==> config.mk <==
export PLATFORM = sky130hd
export DESIGN_NAME = png_chunk_stream_walker
export DESIGN_NICKNAME = d
export VERILOG_FILES = /design/src/rtl/core/png_csw_pkg.sv /design/src/rtl/core/png_chunk_stream_walker.sv
export SDC_FILE = /design/constraint.sdc
export NUM_CORES = 1
export LEC_CHECK = 0
export ABC_AREA = 1
export BUFFER_PORTS_ARGS = -buffer_cell sky130_fd_sc_hd__buf_2
export CAP_MARGIN = 20
export CORE_MARGIN = 2
export CORE_UTILIZATION = 35
export CTS_CLUSTER_DIAMETER = 100
export DETAILED_ROUTE_END_ITERATION = 10
export SETUP_SLACK_MARGIN = 0.15
export SYNTH_ARGS = -nofsm -noshare
export SYNTH_HDL_FRONTEND = slang
export SYNTH_SLANG_ARGS = --single-unit
==> constraint.sdc <==
create_clock -name clk -period 16.5 [get_ports clk]
set_input_delay 4.95 -clock clk [delete_from_list [all_inputs] [get_ports clk]]
set_output_delay 4.95 -clock clk [all_outputs]
set_load 0.02 [all_outputs]
==> src/rtl/core/png_csw_pkg.sv <==
package png_csw_pkg;

    localparam int unsigned CountWidth = 33;

    localparam logic [1:0] STATUS_IEND     = 2'd0;
    localparam logic [1:0] STATUS_NO_IEND  = 2'd1;
    localparam logic [1:0] STATUS_BAD_SIG  = 2'd2;

    localparam logic [31:0] TYPE_IHDR = 32'h4948_4452;
    localparam logic [31:0] TYPE_IEND = 32'h4945_4E44;
    localparam logic [31:0] IHDR_BODY = 32'd13;
    localparam logic [CountWidth-1:0] CRC_BYTES = 33'd4;

    typedef struct packed {
        logic [7:0] data_byte;
        logic       end_of_stream;
    } png_byte_t;

    typedef struct packed {
        logic [1:0]  status;
        logic [31:0] image_width;
        logic [31:0] image_height;
        logic        dims_ok;
    } png_result_t;

    function automatic logic [7:0] sig_byte(input logic [2:0] idx);
        logic [7:0] b;
        case (idx)
            3'd0:    b = 8'h89;
            3'd1:    b = 8'h50;
            3'd2:    b = 8'h4E;
            3'd3:    b = 8'h47;
            3'd4:    b = 8'h0D;
            3'd5:    b = 8'h0A;
            3'd6:    b = 8'h1A;
            3'd7:    b = 8'h0A;
            default: b = 8'h00;
        endcase
        return b;
    endfunction

endpackage

==> src/rtl/core/png_chunk_stream_walker.sv <==
// PNG chunk stream walker.
// Byte channel (byte_valid / byte_stall / byte_beat): one beat carries one
// byte of a PNG file and an end_of_stream flag on its last byte. The block
// checks the 8-byte signature, walks chunk headers, skips chunk data and CRC,
// and captures width and height from a complete 13-byte IHDR body.
// Result channel (result_valid / result_stall / result_beat): at most one
// beat per file, at the IEND header, at end of stream, or on a bad or short
// signature. Later bytes are dropped until end of stream, which restarts the
// walk for a new file.
// Throughput is one byte per cycle while byte_stall is low; the parser state
// updates in the cycle a byte beat is taken. A result is registered in the
// output register, or in the skid register while the output beat is stalled.
// While the receiver stalls, the output register holds its beat and a skid
// register takes one more result; byte_stall rises only while the skid
// register is full.
// Reset clears the parser to expect a signature and empties both result
// registers.
module png_chunk_stream_walker
    import png_csw_pkg::*;
(
    input  logic        clk,
    input  logic        rst_n,
    input  logic        byte_valid,
    output logic        byte_stall,
    input  png_byte_t   byte_beat,
    output logic        result_valid,
    input  logic        result_stall,
    output png_result_t result_beat
);

    localparam logic [2:0] PH_SIG  = 3'd0;
    localparam logic [2:0] PH_HDR  = 3'd1;
    localparam logic [2:0] PH_IHDR = 3'd2;
    localparam logic [2:0] PH_SKIP = 3'd3;
    localparam logic [2:0] PH_DONE = 3'd4;

    logic [2:0]            phase_reg, phase_next;
    logic [CountWidth-1:0] count_reg, count_next, count_inc;
    logic [31:0]           len_reg, len_next;
    logic [31:0]           type_reg, type_next;
    logic [31:0]           width_reg, width_next;
    logic [31:0]           height_reg, height_next;
    logic [31:0]           wsh_reg, wsh_next;
    logic [31:0]           hsh_reg, hsh_next;

    logic        out_valid_reg, out_valid_next;
    png_result_t out_reg, out_next;
    logic        skid_valid_reg, skid_valid_next;
    png_result_t skid_reg, skid_next;

    logic        byte_fire;
    logic        out_fire;
    logic        res_valid;
    png_result_t res;

    assign byte_stall   = skid_valid_reg;
    assign byte_fire    = byte_valid && !skid_valid_reg;
    assign out_fire     = out_valid_reg && !result_stall;
    assign result_valid = out_valid_reg;
    assign result_beat  = out_reg;
    assign count_inc    = count_reg + 33'd1;

    always_comb
    begin
        phase_next  = phase_reg;
        count_next  = count_reg;
        len_next    = len_reg;
        type_next   = type_reg;
        width_next  = width_reg;
        height_next = height_reg;
        wsh_next    = wsh_reg;
        hsh_next    = hsh_reg;
        res_valid   = 1'b0;
        res.status  = STATUS_IEND;

        if (byte_fire)
        begin
            case (phase_reg)
                PH_SIG:
                begin
                    if (byte_beat.data_byte != sig_byte(count_reg[2:0]))
                    begin
                        res_valid  = 1'b1;
                        res.status = STATUS_BAD_SIG;
                        phase_next = PH_DONE;
                    end
                    else if (count_reg >= 33'd7)
                    begin
                        count_next = '0;
                        phase_next = PH_HDR;
                    end
                    else
                    begin
                        count_next = count_inc;
                        if (byte_beat.end_of_stream)
                        begin
                            res_valid  = 1'b1;
                            res.status = STATUS_BAD_SIG;
                            phase_next = PH_DONE;
                        end
                    end
                end
                PH_HDR:
                begin
                    if (count_reg < 33'd4)
                        len_next = {len_reg[23:0], byte_beat.data_byte};
                    else
                        type_next = {type_reg[23:0], byte_beat.data_byte};
                    count_next = count_inc;
                    if (count_inc >= 33'd8)
                    begin
                        if (type_next == TYPE_IEND)
                        begin
                            res_valid  = 1'b1;
                            res.status = STATUS_IEND;
                            phase_next = PH_DONE;
                        end
                        else if (type_next == TYPE_IHDR)
                        begin
                            count_next = '0;
                            phase_next = PH_IHDR;
                        end
                        else
                        begin
                            count_next = {1'b0, len_next} + CRC_BYTES;
                            phase_next = PH_SKIP;
                        end
                    end
                end
                PH_IHDR:
                begin
                    if (count_reg < 33'd4)
                        wsh_next = {wsh_reg[23:0], byte_beat.data_byte};
                    else if (count_reg < 33'd8)
                        hsh_next = {hsh_reg[23:0], byte_beat.data_byte};
                    count_next = count_inc;
                    if (count_inc >= {1'b0, IHDR_BODY})
                    begin
                        width_next  = wsh_next;
                        height_next = hsh_next;
                        if (len_reg > IHDR_BODY)
                            count_next = {1'b0, len_reg - IHDR_BODY} + CRC_BYTES;
                        else
                            count_next = CRC_BYTES;
                        phase_next = PH_SKIP;
                    end
                end
                PH_SKIP:
                begin
                    if (count_reg != '0)
                        count_next = count_reg - 33'd1;
                    if (count_next == '0)
                    begin
                        len_next   = '0;
                        type_next  = '0;
                        phase_next = PH_HDR;
                    end
                end
                default:
                begin
                end
            endcase

            if (byte_beat.end_of_stream && !res_valid && phase_next != PH_DONE)
            begin
                res_valid  = 1'b1;
                res.status = (phase_next == PH_SIG) ? STATUS_BAD_SIG : STATUS_NO_IEND;
            end
        end

        res.image_width  = width_next;
        res.image_height = height_next;
        res.dims_ok      = !width_next[31] && (width_next != '0) &&
                           !height_next[31] && (height_next != '0);

        if (byte_fire && byte_beat.end_of_stream)
        begin
            phase_next  = PH_SIG;
            count_next  = '0;
            len_next    = '0;
            type_next   = '0;
            width_next  = '0;
            height_next = '0;
            wsh_next    = '0;
            hsh_next    = '0;
        end
    end

    always_comb
    begin
        out_valid_next  = out_valid_reg;
        out_next        = out_reg;
        skid_valid_next = skid_valid_reg;
        skid_next       = skid_reg;
        if (!out_valid_reg || out_fire)
        begin
            if (skid_valid_reg)
            begin
                out_valid_next  = 1'b1;
                out_next        = skid_reg;
                skid_valid_next = 1'b0;
            end
            else
            begin
                out_valid_next = res_valid;
                out_next       = res;
            end
        end
        else if (res_valid)
        begin
            skid_valid_next = 1'b1;
            skid_next       = res;
        end
    end

    always_ff @(posedge clk or negedge rst_n)
    begin
        if (!rst_n)
        begin
            phase_reg      <= PH_SIG;
            count_reg      <= '0;
            len_reg        <= '0;
            type_reg       <= '0;
            width_reg      <= '0;
            height_reg     <= '0;
            wsh_reg        <= '0;
            hsh_reg        <= '0;
            out_valid_reg  <= 1'b0;
            skid_valid_reg <= 1'b0;
        end
        else
        begin
            phase_reg      <= phase_next;
            count_reg      <= count_next;
            len_reg        <= len_next;
            type_reg       <= type_next;
            width_reg      <= width_next;
            height_reg     <= height_next;
            wsh_reg        <= wsh_next;
            hsh_reg        <= hsh_next;
            out_valid_reg  <= out_valid_next;
            skid_valid_reg <= skid_valid_next;
        end
    end

    always_ff @(posedge clk)
    begin
        out_reg  <= out_next;
        skid_reg <= skid_next;
    end

    a_skid_behind_out: assert property (@(posedge clk) disable iff (!rst_n)
        skid_valid_reg |-> out_valid_reg)
        else $error("skid register full while output register empty");

    a_sig_count: assert property (@(posedge clk) disable iff (!rst_n)
        (phase_reg == PH_SIG || phase_reg == PH_HDR) |-> count_reg < 33'd8)
        else $error("header byte count out of range");

    a_ihdr_count: assert property (@(posedge clk) disable iff (!rst_n)
        phase_reg == PH_IHDR |-> count_reg < {1'b0, IHDR_BODY})
        else $error("IHDR body count out of range");

    a_done_silent: assert property (@(posedge clk) disable iff (!rst_n)
        (byte_fire && phase_reg == PH_DONE) |=> !skid_valid_reg || $past(skid_valid_reg))
        else $error("result produced after walk finished");

endmodule

* After elaboration in Yosys (flattened, before gate mapping) *
Memory sizes are Yosys's and may differ from the RTL's.
Cells that the tools add are included.

word-level totals
  input port bits = 13
  flip-flop bits (word level) = 364
  memories kept = 1
  ROM bits = 56
  output and inout bits = 69

memory list
  name             words  bits a word  rd ports  clocked after Yosys merged registers in  wr ports  line               text
  (no name shown)  8      7            1         0                                        0         png_csw_pkg.sv:28  case (idx)

operators by class
  equal/unequal tests = 9
  bitwise gates (word level) = 1
  reductions and logical operators = 30
  add/subtract/negate cells = 5
  mux-type cells = 77
  $lt $le $gt $ge = 6

operators with widths
  operator               count
  $mux 32                28
  $mux 33                12
  $pmux 33 s4            1
  $pmux 32 s2            2
  $mux 67                1
  $add 32x3->33 const B  2
  $ge 33x4->1 const B    2
  $eq 32x31->1 const B   2
  $reduce_bool 32->1     2
  $add 33x1->33 const B  1
  $ge 33x3->1 const B    1
  $logic_not 33->1       1
  $lt 33x3->1 const B    1
  $lt 33x4->1 const B    1
  $reduce_bool 33->1     1
  $sub 33x1->33 const B  1
  $gt 32x4->1 const B    1
  $sub 32x4->32 const B  1
  $mux 3                 10
  $mux 8                 2
  $mux 2                 7
  $mux 1                 12
  $pmux 3 s4             1
  $ne 3x3->1 const B     3
  14 further kinds       32

* Depth between registers and ports, before layout *
  depth after elaboration = 16
  mapped depth = 26
  mapped depth without buffers = 25

* Worst setup path after synthesis *
OpenSTA, ideal clock, no wires.

  path kind = input-to-reg
  start point = input result_stall
  end point = register skid_reg[0] (netlist name) (enable)
  cell stages on the path = 2
  setup slack = 6525 ps
  arrival = 9483 ps
  library setup time = 492 ps
  required time = 16008 ps
  cell sequence = nand2_1 nor2_1

between the ends
  longest elaborated chain between the ends = 5

RTL lines
  what                               line                            text
  start: declaration                 png_chunk_stream_walker.sv:27   input logic result_stall,
  $logic_not 1->1                    png_chunk_stream_walker.sv:58   assign out_fire = out_valid_reg && !result_stall;
  $logic_and 1x1->1                  png_chunk_stream_walker.sv:58
  $logic_or 1x1->1                   png_chunk_stream_walker.sv:195  if (!out_valid_reg || out_fire)
  $not 1->1 (no source line)         n/a
  $reduce_and 2->1 (no source line)  n/a
  end signal: assignment             png_chunk_stream_walker.sv:249  skid_reg <= skid_next;
  end: declaration                   png_chunk_stream_walker.sv:49   png_result_t skid_reg, skid_next;

Every way passes these cells.
A chain may end at the register's enable or synchronous reset.

* Worst setup path after layout *
  start point = input byte_beat[7] (netlist name)
  end point = register skid_reg[53] (netlist name) (enable)

between the ends
  longest elaborated chain between the ends = 14
  elaborated cells between the ends (all ways) = 24

RTL lines
  what                                                    line                                                            text
  start: declaration                                      png_chunk_stream_walker.sv:25                                   input png_byte_t byte_beat,
  $mux 32                                                 png_chunk_stream_walker.sv:105                                  if (count_reg < 33'd4)
  $mux 32                                                 png_chunk_stream_walker.sv:78                                   case (phase_reg)
  $mux 32                                                 png_chunk_stream_walker.sv:76                                   if (byte_fire)
  $eq 32x31->1, on equally long branches                  png_chunk_stream_walker.sv:118, png_chunk_stream_walker.sv:112
  $mux 1, on equally long branches                        png_chunk_stream_walker.sv:118, png_chunk_stream_walker.sv:112
  $mux 3 / $mux 1 (equally long branches)                 png_chunk_stream_walker.sv:112, png_chunk_stream_walker.sv:110
  $mux 3 / $pmux 1 s2 (equally long branches)             png_chunk_stream_walker.sv:110, png_chunk_stream_walker.sv:78
  $pmux 3 s4 / $mux 1 (equally long branches)             png_chunk_stream_walker.sv:78, png_chunk_stream_walker.sv:76
  $mux 3 / $logic_not 1->1 (equally long branches)        png_chunk_stream_walker.sv:76, png_chunk_stream_walker.sv:164
  $ne 3x3->1 / $logic_and 1x1->1 (equally long branches)  png_chunk_stream_walker.sv:164                                  if (byte_beat.end_of_stream && !res_valid && phase_next != PH_DONE)
  $logic_and 1x1->1                                       png_chunk_stream_walker.sv:164
  $mux 1 (*)                                              png_chunk_stream_walker.sv:164
  $mux 1 (*)                                              png_chunk_stream_walker.sv:76
  $reduce_and 2->1 (no source line) (*)                   n/a

Every way passes the cells marked *; elsewhere a longest branch is shown, timed or not. The select of a mux whose other input is x is not followed.

==> results_dict.tcl <==
set metrics [dict create \
    outcome "completed" \
    htreeDepth 2 \
    required_ns 16.71 \
    grt_use_total_pct 21.2 \
    reg2reg_from "count_reg[0]$_DFFE_PN0P_" \
    final_nets 3129 \
    syn_avg_cell_area_um2 7.24 \
    cts_resized 0 \
    cts_buffers 42 \
    start_kind "input pin" \
    final_cell_mix "nand2_1 (818), inv_1 (437), nor2_1 (377)" \
    syn2layout_area_growth_pct 10.9 \
    synthCells 3091 \
    cap_violations 0 \
    holdBufCountCts 0 \
    max_freq_mhz 124 \
    post_dp_cell_area_um2 23400 \
    ff2ff_setup_slack_ns 10.09 \
    holdCritStartpoint "type_reg[24]$_DFFE_PN0P_" \
    synth_area_um2 22400 \
    cp.arrival_ns 8.27 \
    syn_nets 3114 \
    drv_slew 0 \
    drtAntennaViolNets 0 \
    final_common_cell "nand2_1" \
    initial_utilization_pct 35.4 \
    worst_pin_slew_ns 1.03 \
    synth.distinct_cells 47 \
    seq_area_frac_synth_pct 43.7 \
    finalWirelength_um 71100 \
    criticalPathCategory "in -> reg" \
    dpl.hpwl_um 51600 \
    timing.rr.end "skid_reg[53]$_DFFE_PP_" \
    period_share_pct 48.9 \
    grt_pass1_wl_um 110000 \
    synth_async_sr_flop_share_pct 63.2 \
    dieArea_um2 66000 \
    synthFlopType "dfrtp_1" \
    yosysWarnings 0 \
    crit_fanout 46 \
    grt_overflow_total 0 \
    clockBufferDepth 3 \
    grt_antenna_before_repair 1 \
    port_buffers 81 \
    grt_max_degree 105 \
    vias_per_cell 5.08 \
    die_y_um 257 \
    skew_ns 0.0139 \
    layout_min_cycle_time_ns 8.07 \
    pre_cts_ws_ns 7.87 \
    stdcell_area_um2 24800 \
    synth_top_area_cell "dfrtp_1" \
    fin_ws_ns 8.43 \
    rows 92 \
    grt_pass1_vias 18900 \
    routedWlPerCell_um 17.8 \
    die_w_um 257 \
    cts_tree "done" \
    hold_violations 0 \
    hold_class "reg -> reg" \
    coreArea_um2 63200 \
    remaining_drc_errors 0 \
    place.gp.congestion 0.978 \
    final-setup-viol-count 0 \
    hold_slack_ns 0.503 \
    drt_iter0_drc 1990 \
    clk-insertion-delay-late_ns 0.58 \
    rsz0062_at_grt "no" \
    reg2reg_depth 25 \
    fin_util_pct 39.3 \
    hold_path_depth 2 \
    via_count 20200 \
    max-slew-margin-rel_pct 30.7 \
    drive_above_1_share_pct 8.60 \
    yosys.area.top_type_share_pct 25.7 \
    ys_seq_elements 364 \
    first_pass_iters 7 \
    endpoint_kind "flop" \
    p_per_area_nw_per_um2 233 \
    synth_edf_count 134 \
    hold-path-endpoint "type_reg[24]$_DFFE_PN0P_" \
    yosys-top-cells-area "dfrtp_1 (26%), edfxtp_1 (18%), nand2_1 (14%)" \
    tns_ns 0 \
    cts_root_buf "clkbuf_16" \
    irDropWorstVdd_mv 0.172 \
    io_pins 82 \
    cts_setup_buffers 0 \
    cts_num_sinks 364 \
    clk_pin_slew_ns 0.06 \
    p_leak_nw 12.1 \
]
==> critical path: stages <==
cell      delay (ns)
buf_2           0.09
inv_1           0.07
a21oi_1         0.13
o21a_1          0.13
o211ai_1        0.09
nor4_1          0.34
nand4_1         0.24
nand2_1         0.11
inv_1           0.05
a31oi_1         0.25
o21ai_1         0.18
nor2_1          0.12
nand2_1         0.09
nand2_1         0.06
nand2_1         0.12
nor2_4          0.55
buf_4           0.66
==> per-stage QoR <==
step,total power (W),std cells
3_3_place_gp,0.00476,3907
6_report,0.00579,3987
2_1_floorplan,0.00389,3091
5_1_grt,0.00627,3987
4_1_cts,0.00577,3986
3_5_place_dp,0.00477,3908
==> layer usage <==
metal / vias up / GRT usage [%] / part of all wire [%]
met2: 652 / 33.5 / 45
met5: - / 0 / 0
met1: 9435 / 29.5 / 45
li1: 10000 / - / -
met3: 129 / 3.13 / 6.0
met4: 0 / 7.57 / 3.5
==> report_power, final <==
group,total (W),leakage [nW],switching [W],internal (W)
sequential,0.00140,4.55,0.000138,0.00126
combinational,0.00341,6.84,0.00251,0.000901
clock,0.000980,0.701,0.000405,0.000576
total,0.00579,12.1,0.00305,0.00274
==> cells in the mapped netlist, types with 6 or more instances <==
master,instances
nand2_1,821
inv_2,15
a21oi_1,36
nand4_1,60
edfxtp_1,134
dfrtp_1,230
nor3_1,33
o22ai_1,118
inv_1,437
nor3_2,6
buf_6,14
xor2_1,87
buf_2,31
nand3_1,189
o21ai_0,245
nand2_2,9
buf_4,17
o21ai_2,27
clkbuf_1,68
ha_1,10
nor2_2,19
o21ai_1,51
nor2_1,381
==> area by class of cell <==
| cell class | instances | area, um2 |
|---|---|---|
| timing repair buffer | 105 | 616 |
| sequential | 364 | 9780 |
| antenna | 1 | 2.50 |
| inverter | 453 | 1700 |
| multi-input combinational | 2140 | 10200 |
| fill | 6675 | 38400 |
| tap | 846 | 1060 |
| clock inverter | 22 | 285 |
| clock buffer | 56 | 1150 |
==> worst max path at each step <==
stage | cells past startpoint | slack [ns] | end | startpoint
after floorplan | 2 | 6.52 | skid_reg[0]$_DFFE_PP_ | result_stall
after global placement | 17 | 7.95 | skid_reg[56]$_DFFE_PP_ | byte_beat[7]
after detailed placement | 17 | 7.87 | skid_reg[58]$_DFFE_PP_ | byte_beat[7]
after CTS | 17 | 8.47 | skid_reg[58]$_DFFE_PP_ | byte_beat[7]
after global routing | 17 | 8.14 | skid_reg[56]$_DFFE_PP_ | byte_beat[7]
final | 17 | 8.43 | skid_reg[53]$_DFFE_PP_ | byte_beat[7]
==> logic make-up (layout without fill, tap and decap cells) <==
| kind of cell | count (synthesis) | in the layout | synth area share (%) |
|---|---|---|---|
| and+or+nand+nor | 1539 | 1539 | 28.7 |
| buffers and inverters | 587 | 636 | 10.9 |
| AOI/OAI and AO/OA | 499 | 499 | 12.5 |
| DFF | 364 | 364 | 43.7 |
| xor gates and xnor gates | 92 | 92 | 3.60 |
| adders and majority gates | 10 | 10 | 0.559 |
| other | 0 | 1 | 0 |
(Power assumes the default switching activity.)
